## config.mk

```make
export PLATFORM = sky130hd
export DESIGN_NAME = keyboard_scan_code_decoder_core
export DESIGN_NICKNAME = d
export VERILOG_FILES = /design/src/hdl/kscd_pkg.sv /design/src/hdl/keyboard_scan_code_decoder_core.sv /design/src/hdl/kscd_ram.sv /design/src/hdl/kscd_decode.sv /design/src/hdl/kscd_queue.sv
export SDC_FILE = /design/constraint.sdc
export NUM_CORES = 1
export LEC_CHECK = 0
export BUFFER_PORTS_ARGS = -buffer_cell sky130_fd_sc_hd__buf_2
export CORE_ASPECT_RATIO = 1.4
export CORE_MARGIN = 8
export CORE_UTILIZATION = 56
export CTS_CLUSTER_DIAMETER = 60
export CTS_CLUSTER_SIZE = 24
export DETAILED_ROUTE_END_ITERATION = 10
export MAX_ROUTING_LAYER = met4
export PLACE_DENSITY_LB_ADDON = 0.15
export SYNTH_ARGS = -nofsm -noshare
export SYNTH_HDL_FRONTEND = slang
export SYNTH_SLANG_ARGS = --single-unit
```

## constraint.sdc

```tcl
create_clock -name clk -period 4 [get_ports clk]
set_clock_uncertainty 0.1 [all_clocks]
set_input_delay 0.8 -clock clk [delete_from_list [all_inputs] [get_ports clk]]
set_output_delay 0.8 -clock clk [all_outputs]
set_load 0.01 [all_outputs]
```

## src/hdl/kscd_pkg.sv

```systemverilog
// Shared types, scan codes and the ASCII lookup for the scan code decoder.
package kscd_pkg;

  localparam int KSCD_QUEUE_DEPTH = 16;

  // Set 2 codes that steer the decoder instead of making an event.
  localparam logic [7:0] CODE_RELEASE = 8'hF0;
  localparam logic [7:0] CODE_LSHIFT  = 8'h12;
  localparam logic [7:0] CODE_RSHIFT  = 8'h59;
  localparam logic [7:0] CODE_ALT     = 8'h11;
  localparam logic [7:0] CODE_CTRL    = 8'h14;
  localparam logic [7:0] CODE_CAPS    = 8'h58;

  typedef struct packed {
    logic [7:0] ascii;
    logic [7:0] code;
    logic       caps;
    logic       shift;
    logic       alt;
    logic       ctrl;
    logic       rel;
  } kscd_event_t;

  // Status of a pop that waits for its queue read data.
  typedef struct packed {
    logic hit;
    logic overflowed;
  } kscd_pop_t;

  function automatic logic [7:0] kscd_pick(input logic shifted, input logic [7:0] lo,
                                           input logic [7:0] hi);
    kscd_pick = shifted ? hi : lo;
  endfunction

  // ASCII for a scan code; codes outside the table map to zero.
  function automatic logic [7:0] kscd_ascii(input logic shifted, input logic [7:0] code);
    logic [7:0] ch;
    ch = 8'h00;
    case (code)
      8'h0D: ch = 8'h09;
      8'h0E: ch = kscd_pick(shifted, 8'h60, 8'h7E);
      8'h15: ch = kscd_pick(shifted, "q", "Q");
      8'h16: ch = kscd_pick(shifted, "1", "!");
      8'h1A: ch = kscd_pick(shifted, "z", "Z");
      8'h1B: ch = kscd_pick(shifted, "s", "S");
      8'h1C: ch = kscd_pick(shifted, "a", "A");
      8'h1D: ch = kscd_pick(shifted, "w", "W");
      8'h1E: ch = kscd_pick(shifted, "2", "@");
      8'h21: ch = kscd_pick(shifted, "c", "C");
      8'h22: ch = kscd_pick(shifted, "x", "X");
      8'h23: ch = kscd_pick(shifted, "d", "D");
      8'h24: ch = kscd_pick(shifted, "e", "E");
      8'h25: ch = kscd_pick(shifted, "4", "$");
      8'h26: ch = kscd_pick(shifted, "3", "#");
      8'h29: ch = 8'h20;
      8'h2A: ch = kscd_pick(shifted, "v", "V");
      8'h2B: ch = kscd_pick(shifted, "f", "F");
      8'h2C: ch = kscd_pick(shifted, "t", "T");
      8'h2D: ch = kscd_pick(shifted, "r", "R");
      8'h2E: ch = kscd_pick(shifted, "5", "%");
      8'h31: ch = kscd_pick(shifted, "n", "N");
      8'h32: ch = kscd_pick(shifted, "b", "B");
      8'h33: ch = kscd_pick(shifted, "h", "H");
      8'h34: ch = kscd_pick(shifted, "g", "G");
      8'h35: ch = kscd_pick(shifted, "y", "Y");
      8'h36: ch = kscd_pick(shifted, "6", "^");
      8'h3A: ch = kscd_pick(shifted, "m", "M");
      8'h3B: ch = kscd_pick(shifted, "j", "J");
      8'h3C: ch = kscd_pick(shifted, "u", "U");
      8'h3D: ch = kscd_pick(shifted, "7", "&");
      8'h3E: ch = kscd_pick(shifted, "8", "*");
      8'h41: ch = kscd_pick(shifted, ",", "<");
      8'h42: ch = kscd_pick(shifted, "k", "K");
      8'h43: ch = kscd_pick(shifted, "i", "I");
      8'h44: ch = kscd_pick(shifted, "o", "O");
      8'h45: ch = kscd_pick(shifted, "0", ")");
      8'h46: ch = kscd_pick(shifted, "9", "(");
      8'h49: ch = kscd_pick(shifted, ".", ">");
      8'h4A: ch = kscd_pick(shifted, "/", "?");
      8'h4B: ch = kscd_pick(shifted, "l", "L");
      8'h4C: ch = kscd_pick(shifted, ";", ":");
      8'h4D: ch = kscd_pick(shifted, "p", "P");
      8'h4E: ch = kscd_pick(shifted, "-", "_");
      8'h52: ch = kscd_pick(shifted, 8'h27, 8'h22);
      8'h54: ch = kscd_pick(shifted, "[", "{");
      8'h55: ch = kscd_pick(shifted, "=", "+");
      8'h5A: ch = 8'h0A;
      8'h5B: ch = kscd_pick(shifted, "]", "}");
      8'h66: ch = 8'h08;
      8'h69: ch = "1";
      8'h6B: ch = "4";
      8'h6C: ch = "7";
      8'h70: ch = "0";
      8'h71: ch = ".";
      8'h72: ch = "2";
      8'h73: ch = "5";
      8'h74: ch = "6";
      8'h75: ch = "8";
      8'h79: ch = "+";
      8'h7A: ch = "3";
      8'h7B: ch = "-";
      8'h7C: ch = "*";
      8'h7D: ch = "9";
      default: ch = 8'h00;
    endcase
    kscd_ascii = ch;
  endfunction

endpackage

```

## src/hdl/keyboard_scan_code_decoder_core.sv

```systemverilog
// Top level of the set 2 scan code decoder with its key event queue.
// Each input beat is either a scan code byte or a pop request, and one beat is taken
// every cycle while the output side keeps up. A scan code updates the modifier and
// release state and, for an ordinary key, pushes an event into a QUEUE_DEPTH-entry
// RAM in the same cycle; it makes no result. A pop makes exactly one result: the RAM read
// and the pop status are registered in the read stage, then loaded into the output
// register when it is free. When the output register is held by a stalled consumer,
// one more pop can wait in the read stage and then the input stalls. A full queue
// drops the event and sets a sticky overflow flag.
module keyboard_scan_code_decoder_core import kscd_pkg::*; #(
  parameter int QUEUE_DEPTH = KSCD_QUEUE_DEPTH
) (
  input  logic       clk,
  input  logic       rst,
  input  logic       in_valid,
  output logic       in_ready,
  input  logic       req_type,
  input  logic [7:0] code_byte,
  output logic       out_valid,
  input  logic       out_ready,
  output logic       event_valid,
  output logic [7:0] ascii_char,
  output logic [7:0] event_code,
  output logic       caps_active,
  output logic       shift_held,
  output logic       alt_held,
  output logic       ctrl_held,
  output logic       is_release,
  output logic       overflowed
);

  logic        in_beat, code_valid, pop, advance;
  logic        push, pend_valid;
  kscd_event_t push_event, pend_event, shown;
  kscd_pop_t   pend;

  assign advance    = ~out_valid | out_ready;
  assign in_ready   = ~pend_valid | advance;
  assign in_beat    = in_valid & in_ready;
  assign code_valid = in_beat & ~req_type;
  assign pop        = in_beat & req_type;

  kscd_decode u_decode (
    .clk        (clk),
    .rst        (rst),
    .code_valid (code_valid),
    .code_byte  (code_byte),
    .push       (push),
    .push_event (push_event)
  );

  kscd_queue #(
    .QUEUE_DEPTH(QUEUE_DEPTH)
  ) u_queue (
    .clk        (clk),
    .rst        (rst),
    .push       (push),
    .push_event (push_event),
    .pop        (pop),
    .advance    (advance),
    .pend_valid (pend_valid),
    .pend       (pend),
    .pend_event (pend_event)
  );

  // An empty pop reports all event fields as zero.
  assign shown = pend.hit ? pend_event : '0;

  always_ff @(posedge clk) begin
    if (rst) begin
      out_valid <= 1'b0;
    end else if (advance) begin
      out_valid <= pend_valid;
    end
  end

  always_ff @(posedge clk) begin
    if (advance && pend_valid) begin
      event_valid <= pend.hit;
      ascii_char  <= shown.ascii;
      event_code  <= shown.code;
      caps_active <= shown.caps;
      shift_held  <= shown.shift;
      alt_held    <= shown.alt;
      ctrl_held   <= shown.ctrl;
      is_release  <= shown.rel;
      overflowed  <= pend.overflowed;
    end
  end

  a_pop_reaches_stage: assert property (@(posedge clk) disable iff (rst)
    pop |=> pend_valid)
    else $error("pop beat did not enter the read stage");

  a_empty_pop_zero: assert property (@(posedge clk) disable iff (rst)
    out_valid && !event_valid |-> ascii_char == 8'h00 && event_code == 8'h00 &&
      !is_release && !caps_active && !shift_held && !alt_held && !ctrl_held)
    else $error("empty pop carries nonzero event fields");

  a_overflow_sticky: assert property (@(posedge clk) disable iff (rst)
    out_valid && out_ready && overflowed |=> !out_valid || overflowed)
    else $error("overflow flag cleared without reset");

endmodule

```

## src/hdl/kscd_ram.sv

```systemverilog
// Generic single-port-write, single-port-read RAM with registered read data.
module kscd_ram #(
  parameter int WIDTH = 8,
  parameter int DEPTH = 16
) (
  input  logic                     clk,
  input  logic                     wr_en,
  input  logic [$clog2(DEPTH)-1:0] wr_addr,
  input  logic [WIDTH-1:0]         wr_data,
  input  logic                     rd_en,
  input  logic [$clog2(DEPTH)-1:0] rd_addr,
  output logic [WIDTH-1:0]         rd_data
);

  logic [WIDTH-1:0] mem [DEPTH];

  always_ff @(posedge clk) begin
    if (wr_en) begin
      mem[wr_addr] <= wr_data;
    end
    if (rd_en) begin
      rd_data <= mem[rd_addr];
    end
  end

endmodule

```

## src/hdl/kscd_decode.sv

```systemverilog
// Scan code interpreter: modifier and release state, ASCII lookup, event build.
module kscd_decode import kscd_pkg::*; (
  input  logic        clk,
  input  logic        rst,
  input  logic        code_valid,
  input  logic [7:0]  code_byte,
  output logic        push,
  output kscd_event_t push_event
);

  logic release_pending, release_pending_next;
  logic shift_state, shift_state_next;
  logic alt_state, alt_state_next;
  logic ctrl_state, ctrl_state_next;
  logic caps_state, caps_state_next;
  logic press;

  assign press = ~release_pending;

  always_comb begin
    release_pending_next = release_pending;
    shift_state_next     = shift_state;
    alt_state_next       = alt_state;
    ctrl_state_next      = ctrl_state;
    caps_state_next      = caps_state;
    push                 = 1'b0;
    if (code_valid) begin
      release_pending_next = 1'b0;
      case (code_byte)
        CODE_RELEASE: release_pending_next = 1'b1;
        CODE_LSHIFT, CODE_RSHIFT: shift_state_next = press;
        CODE_ALT: alt_state_next = press;
        CODE_CTRL: ctrl_state_next = press;
        // Caps lock toggles on the make code only.
        CODE_CAPS: caps_state_next = caps_state ^ press;
        default: push = 1'b1;
      endcase
    end
  end

  always_comb begin
    push_event.ascii = kscd_ascii(shift_state | caps_state, code_byte);
    push_event.code  = code_byte;
    push_event.caps  = caps_state;
    push_event.shift = shift_state;
    push_event.alt   = alt_state;
    push_event.ctrl  = ctrl_state;
    push_event.rel   = release_pending;
  end

  always_ff @(posedge clk) begin
    if (rst) begin
      release_pending <= 1'b0;
      shift_state     <= 1'b0;
      alt_state       <= 1'b0;
      ctrl_state      <= 1'b0;
      caps_state      <= 1'b0;
    end else begin
      release_pending <= release_pending_next;
      shift_state     <= shift_state_next;
      alt_state       <= alt_state_next;
      ctrl_state      <= ctrl_state_next;
      caps_state      <= caps_state_next;
    end
  end

endmodule

```

## src/hdl/kscd_queue.sv

```systemverilog
// Event queue: pointers, fill count, sticky drop flag and the pending pop stage.
module kscd_queue import kscd_pkg::*; #(
  parameter int QUEUE_DEPTH = KSCD_QUEUE_DEPTH
) (
  input  logic        clk,
  input  logic        rst,
  input  logic        push,
  input  kscd_event_t push_event,
  input  logic        pop,
  input  logic        advance,
  output logic        pend_valid,
  output kscd_pop_t   pend,
  output kscd_event_t pend_event
);

  localparam int PtrW   = $clog2(QUEUE_DEPTH);
  localparam int CountW = $clog2(QUEUE_DEPTH + 1);
  localparam logic [PtrW-1:0]   LastSlot = PtrW'(QUEUE_DEPTH - 1);
  localparam logic [CountW-1:0] FullCount = CountW'(QUEUE_DEPTH);

  logic [PtrW-1:0]   write_index, write_index_next;
  logic [PtrW-1:0]   read_index, read_index_next;
  logic [CountW-1:0] event_count, event_count_next;
  logic              drop_flag, drop_flag_next;
  logic              pend_valid_next;
  kscd_pop_t         pend_next;
  logic              full, hit, do_write, do_read;

  assign full     = (event_count == FullCount);
  assign hit      = (event_count != '0);
  assign do_write = push & ~full;
  assign do_read  = pop & hit;

  always_comb begin
    write_index_next = write_index;
    read_index_next  = read_index;
    event_count_next = event_count;
    drop_flag_next   = drop_flag | (push & full);
    if (do_write) begin
      write_index_next = (write_index == LastSlot) ? '0 : write_index + 1'b1;
      event_count_next = event_count + 1'b1;
    end
    if (do_read) begin
      read_index_next  = (read_index == LastSlot) ? '0 : read_index + 1'b1;
      event_count_next = event_count - 1'b1;
    end
  end

  // The drop flag is sampled when the pop is taken, not when its data returns.
  always_comb begin
    pend_valid_next = pend_valid;
    pend_next       = pend;
    if (pop) begin
      pend_valid_next      = 1'b1;
      pend_next.hit        = hit;
      pend_next.overflowed = drop_flag;
    end else if (advance) begin
      pend_valid_next = 1'b0;
    end
  end

  always_ff @(posedge clk) begin
    if (rst) begin
      write_index <= '0;
      read_index  <= '0;
      event_count <= '0;
      drop_flag   <= 1'b0;
      pend_valid  <= 1'b0;
    end else begin
      write_index <= write_index_next;
      read_index  <= read_index_next;
      event_count <= event_count_next;
      drop_flag   <= drop_flag_next;
      pend_valid  <= pend_valid_next;
    end
  end

  always_ff @(posedge clk) begin
    pend <= pend_next;
  end

  kscd_ram #(
    .WIDTH($bits(kscd_event_t)),
    .DEPTH(QUEUE_DEPTH)
  ) u_ram (
    .clk     (clk),
    .wr_en   (do_write),
    .wr_addr (write_index),
    .wr_data (push_event),
    .rd_en   (do_read),
    .rd_addr (read_index),
    .rd_data (pend_event)
  );

endmodule

```

# [After elaboration in Yosys (flattened, before gate mapping)]
# Memory sizes are Yosys's and may differ from the RTL's. A register that Yosys moved wholly into a read port is not among the register bits.
# Cells that the tools add are included.
[op_classes] add_sub_neg=4 n_eq_ne=73 mux=58 n_bitwise=16 n_reduce_logical=10
[ops] cell="$pmux W8 S64" count=1
[ops] cell="$eq A8 B7 Y1 const B" count=34
[ops] cell="$eq A8 B6 Y1 const B" count=23
[ops] cell="$mux W6" count=28
[ops] cell="$eq A8 B5 Y1 const B" count=10
[ops] cell="$mux W5" count=15
[ops] cell="$mux W7" count=3
[ops] cell="$eq A8 B4 Y1 const B" count=2
[ops] cell="$add A4 B1 Y4 const B" count=2
[ops] cell="$eq A4 B4 Y1 const B" count=2
[ops] cell="$eq A8 B8 Y1 const B" count=1
[ops] cell="$mux W1" count=8
[ops] cell="$mux W4" count=2
[ops] cell="$reduce_and A2 Y1" count=4
[ops] cell="$and A1 B1 Y1" count=6
[ops] cell="$reduce_or A6 Y1" count=1
[ops] cell="$add A5 B1 Y5 const B" count=1
[ops] cell="$eq A5 B5 Y1 const B" count=1
[ops] cell="$not A1 Y1" count=5
[ops] cell="$reduce_bool A5 Y1" count=1
[ops] cell="$sub A5 B1 Y5 const B" count=1
[ops] cell="$or A1 B1 Y1" count=4
[ops] cell="$reduce_bool A2 Y1" count=2
[ops] cell="$mux W3" count=1
[ops] cell="other kinds (3)" count=3
[word_totals] regBits=46 ram_bits=336 inputBits=13 elab_cells=184 n_memories=1
[memory_table] memory="u_queue.u_ram.mem" depth=16 word_bits=21 read_ports=1 rd_clocked_by_memory_dff=1 wr=1 line="kscd_ram.sv:15" text="logic [WIDTH-1:0] mem [DEPTH];"

# [Logic depth before layout (Yosys ltp)]
[logic_depth] ltp_word=9 depth_mapped=10 depth_no_buf=10

# [By module]
# From an unflattened synthesis, not the netlist that was laid out.
[unflattened] cells_unflattened=1011 hier_area_um2=17322.9
[by_module_without_submodules] mod="kscd_ram" n_inst=1 cells_each=557 area_each_um2=13487.9
[by_module_without_submodules] mod="kscd_decode" n_inst=1 cells_each=311 area_each_um2=2070.7
[by_module_without_submodules] mod="keyboard_scan_code_decoder_core" n_inst=1 cells_each=54 area_each_um2=895.9
[by_module_without_submodules] mod="kscd_queue" n_inst=1 cells_each=89 area_each_um2=868.3

# [Worst setup path after synthesis]
# No wires, ideal clock.
[synth_path] path_type="input to register" start="in code_byte[7]" end="mem u_queue.u_ram.mem[3][0] in the netlist's numbering (enable)" t_arrival_ns=3.248 required_time_ns=3.478 setup_slack_ns=0.229 path_stages=7 path_buffers=2 path_cell_list="buf_6 -> and4bb_4 -> and3_1 -> o21bai_1 -> buf_4 -> nand4_2 -> nor3_1"
[synth_via] elab_chain_len=7
[synth_lines] item="start, declared" line="keyboard_scan_code_decoder_core.sv:18" text="input logic [7:0] code_byte,"
[synth_lines] item="$eq A8 B8 Y1, or another cell as far along" line="kscd_decode.sv:29" text="case (code_byte)"
[synth_lines] item="$reduce_or A6 Y1 (no source line) (*)"
[synth_lines] item="$mux W1 (*)" line="kscd_decode.sv:29"
[synth_lines] item="$mux W1 (*)" line="kscd_decode.sv:27" text="if (code_valid) begin"
[synth_lines] item="$and A1 B1 Y1 (*)" line="kscd_queue.sv:31" text="assign do_write = push & ~full;"
[synth_lines] item="$mux W1 (*)" line="kscd_ram.sv:18" text="if (wr_en) begin"
[synth_lines] item="$mux W1 (not written as such) (*)" line="kscd_ram.sv:19" text="mem[wr_addr] <= wr_data;"
[synth_lines] item="end, declared" line="kscd_ram.sv:15"
# Mark *: on every way between the ends. The rest lies on a longest branch, timed or not.

# [Worst setup path in the final report]
[layout_path] start="reg u_queue.event_count[0]" end="reg u_queue.event_count[4]"
[layout_rtl] item="start, declared" line="kscd_queue.sv:23" text="logic [CountW-1:0] event_count, event_count_next;"
[layout_rtl] item="start signal, assigned" line="kscd_queue.sv:72" text="event_count <= event_count_next;"
[layout_rtl] item="$reduce_bool A5 Y1 (*)" line="kscd_queue.sv:30" text="assign hit = (event_count != '0);"
[layout_rtl] item="$and A1 B1 Y1 (*)" line="kscd_queue.sv:32" text="assign do_read = pop & hit;"
[layout_rtl] item="net u_queue.do_read" line="kscd_queue.sv:27" text="logic full, hit, do_write, do_read;"
[layout_rtl] item="$mux W5 / $reduce_bool A2 Y1 (equally long branches)"
# Mark *: on every way through the listed nets, which the timed path passes. The rest lies on a longest branch. The select of a mux whose other input is x is not followed.
# A chain may end at the register's enable or synchronous reset.

==> flow_summary.yaml <==
drt:
  detail_route.first_pass.iterations: 5
  drt_iter0_markers: 592
  route.detailed.drc: 0
  drt-vias-per-instance: 6.534
  postRouteWirelength_um: 38440
  route.vias.total: 9056
  post_drt_wl_per_cell_um: 27.74
  final_antenna_net_count: 0
global_routing:
  antenna_found_initial: 1
  grt_util_met1_pct: 26.85
  grt.total_usage_pct: 22.56
  grt_pass1_wl_um: 58230
  grtUsageMet3_pct: 1.718
  grtUsageMet2_pct: 39.54
  grt_pass1_vias: 9321
  grt_max_degree: 48
  busiest_layer: "met2"
  grt.overflow.total: 0
die:
  fp.coreArea_um2: 29170
  die-height_um: 219.6
  die_w_um: 161.4
  standard_cell_rows: 74
  dieArea_um2: 35460
  floorplan.io_pins: 38
  initial_core_util_pct: 56.86
critical_path:
  timing.critical_path.to_type: "flop"
  cp-start-kind: "flop"
  critPathMaxFanout: 11
  cp.required_ns: 4.33
  criticalPathCategory: "reg2reg"
  data_arrival_critical_path_ns: 4.01
logic_synthesis:
  synth_cells: 946
  async_s_r_ff_share_synth_pct: 0
  multiplexer_share_of_the_synthesized_area_pct: 13.89
  synth-adder-area-share_pct: 0.7243
  synth.yosys.warnings: 0
  netlist_area_um2: 16580
  post_synth_xor_area_fraction_pct: 0.4753
  ys_dominant_reg_cell: "edfxtp_1"
  simple_logic_cell_fraction_of_the_synthesized_area_pct: 9.197
  synth_compound_area_share_pct: 5.009
  ys_seq_elements: 385
  post_synth_num_cell_types: 84
  synth_seq_area_share_pct: 68.44
  syn_nets: 968
  largest_family_of_logic_cells_by_synthesized_area: "multiplexers"
  synthesis.area_per_instance_um2: 17.53
  post_synth_edffs: 364
cts:
  ctsHtreeMaxLevel: 1
  post_cts_buffers: 0
  clk_latency_ns: 0.53
  tritoncts.num_buffers: 21
  post_cts_clock_slew_at_the_launch_and_capture_registers_of_the_worst_setup_and_hold_paths_ns: 0.08
  numClockSinks: 385
  cts_max_path_buffers: 3
  tritoncts: "done"
  hold_buffer_count_at_cts: 0
  ctsRootBufferMaster: "clkbuf_16"
  postCtsResizedCells: 0
timing:
  finalMaxSlewViolations: 0
  hold_violations: 0
  slew_headroom_pct: 29.50
  period_minus_slack_ns: 3.683
  finalSetupTns_ns: 0
  max_clock_freq_mhz: 271.5
  grt_setup_unrepaired: "no"
  finalSetupViolCount: 0
  finalCritPeriodShare_pct: 92.08
  worst-slew-pin-transition_ns: 1.058
  final.hold.worst_slack_ns: 0.3392
power_and_ir_drop:
  power.share.switching_pct: 21.57
  seq_power_share_pct: 61.0
  pwr-share-comb_pct: 7.6
  overall_power_mw: 7.406
  clock_power_share_pct: 31.4
  power_leakage_nw: 5.705
  worst_ir_drop_vdd_mv: 0.3613
  power_density_nw_per_um2: 406.6
  internal-power_mw: 5.808
  netSwitchingPower_mw: 1.598
outcome:
  result_of_the_run: "complete, no violations"
worst_hold_path:
  worst_hold_path_type: "reg2reg"
placed_design:
  hpwl_after_detailed_placement_um: 24320
  gp_congestion: 0.9610
  port-buffer-count: 36
cells_and_area:
  drive_gt1_share_pct: 25.25
  layout-area-overhead-vs-synth_pct: 9.823
  antennaDiodeCount: 0
  nNetsFinal: 1018
job:
  maxCapViolations: 0
Yosys cell counts, types with 4 or more instances:
master / instances / area [µm²]
edfxtp_1: 364 / 10930
mux4_2: 100 / 2252
nand2_1: 31 / 116.4
nor2_1: 28 / 105.1
clkbuf_1: 27 / 101.4
and2_1: 25 / 156.4
a21oi_1: 23 / 115.1
buf_2: 21 / 105.1
dfxtp_1: 21 / 420.4
o21ai_0: 19 / 95.09
and3_1: 18 / 112.6
nand3_1: 18 / 90.09
nor2b_1: 18 / 112.6
nand4_1: 16 / 100.1
nand2b_1: 15 / 93.84
inv_1: 12 / 45.04
a211oi_1: 10 / 75.07
nor3_1: 9 / 45.04
o22ai_1: 9 / 56.30
buf_1: 8 / 30.03
ha_1: 8 / 100.1
nor4_1: 7 / 43.79
buf_4: 6 / 45.04
nand3b_1: 6 / 45.04
o221ai_1: 6 / 52.55
o31ai_1: 6 / 45.04
and3b_1: 5 / 43.79
nand4b_1: 5 / 43.79
or2_2: 5 / 31.28
xor2_1: 5 / 43.79
a22oi_1: 4 / 30.03
buf_6: 4 / 45.04
mux2i_1: 4 / 40.04
nor3b_1: 4 / 30.03
o211ai_1: 4 / 30.03
or3_1: 4 / 25.02
xnor2_1: 4 / 35.03
worst paths after layout:
kind / from / end / slack [ns] / cells past startpoint
max reg2reg: u_queue.event_count[0]$_SDFFE_PP0P_ / u_queue.event_count[4]$_SDFFE_PP0P_ / 0.32 / 8
min reg2reg: u_queue.pend[0]$_DFFE_PP_ / overflowed$_DFFE_PP_ / 0.34 / 0
min: u_queue.pend[0]$_DFFE_PP_ / overflowed$_DFFE_PP_ / 0.34 / 0
max: u_queue.event_count[0]$_SDFFE_PP0P_ / u_queue.event_count[4]$_SDFFE_PP0P_ / 0.32 / 8
worst max-delay path, cell delays in order, from the launching register on:
cell	delay [ns]
dfxtp_1	0.35
or4_1	0.58
o211ai_1	0.70
inv_1	0.30
ha_1	0.41
nor2b_1	0.14
o21ai_0	0.39
a2111oi_0	0.21
a2111oi_2	0.39
cell families after synthesis:
kind of cell	count (synthesis)
other cells	1
compound gates	119
flops	385
mux	105
xor+xnor	9
buf+inv	78
simple gates	240
fa+ha+maj	9
stage by stage:
stage	worst slack, ns	instance area (µm²)	utilization [%]	cells
3_5_place_dp	0.3188	17560	60.20	1353
5_1_grt	0.05302	18210	62.45	1386
2_1_floorplan	0.2295	16580	-	946
3_3_place_gp	0.4499	17560	60.20	1353
4_1_cts	0.3478	18210	62.45	1386
6_report	0.3169	18210	62.45	1386
power groups by stage:
stage	Combinational, mW	Clock [mW]	Sequential (mW)
floorplan	0.395	0	4.58
global placement	0.564	0	4.61
detailed placement	0.568	0	4.61
CTS	0.569	2.38	4.52
global route	0.607	2.51	4.53
finish	0.563	2.32	4.52
sequential cells by signal (all words and copies together) (netlist names), 2 cells and up:
name,cells
ascii_char,7
event_code,8
u_queue.event_count,5
u_queue.pend,2
u_queue.read_index,4
u_queue.u_ram.mem,320
u_queue.u_ram.rd_data,20
u_queue.write_index,4
routing by layer:
| layer | share of wire (%) | up-vias |
|---|---|---|
| met5 | 0 | - |
| met4 | 4.2 | 0 |
| met3 | 4.2 | 85 |
| met2 | 53 | 330 |
| met1 | 38 | 4687 |
| li1 | - | 3954 |
layout make-up:
class | count | area (µm²)
Timing Repair Buffer | 93 | 795.8
Clock buffer | 26 | 564.3
Tap cell | 380 | 475.5
Multi-Input combinational cell | 483 | 4881
Clock inverter | 7 | 92.59
Inverter | 12 | 45.04
Sequential cell | 385 | 11360
Fill cell | 2098 | 10950
layout by cell type (no fill, tap or decap), types with 4 or more instances in the layout:
cell type,instances
xor2_1,5
inv_1,12
o22ai_1,9
or2_2,5
mux2i_1,4
and3_1,18
a21oi_1,23
o211ai_1,4
nor3_1,8
nand4b_1,5
nor4_1,7
nand2b_1,15
o221ai_1,6
nor2_1,28
buf_2,36
and3b_1,5
nand3b_1,6
nand2_1,31
nor3b_1,4
o21ai_0,19
a22oi_1,4
nor2b_1,17
o31ai_1,6
or3_1,4
nand4_1,16
mux4_2,100
a211oi_1,10
nand3_1,18
buf_4,42
ha_1,8
edfxtp_1,364
xnor2_1,4
dfxtp_1,18
and2_1,25
buf_12,15
clkbuf_16,21
No activity file was read; power rests on OpenSTA's default activity.
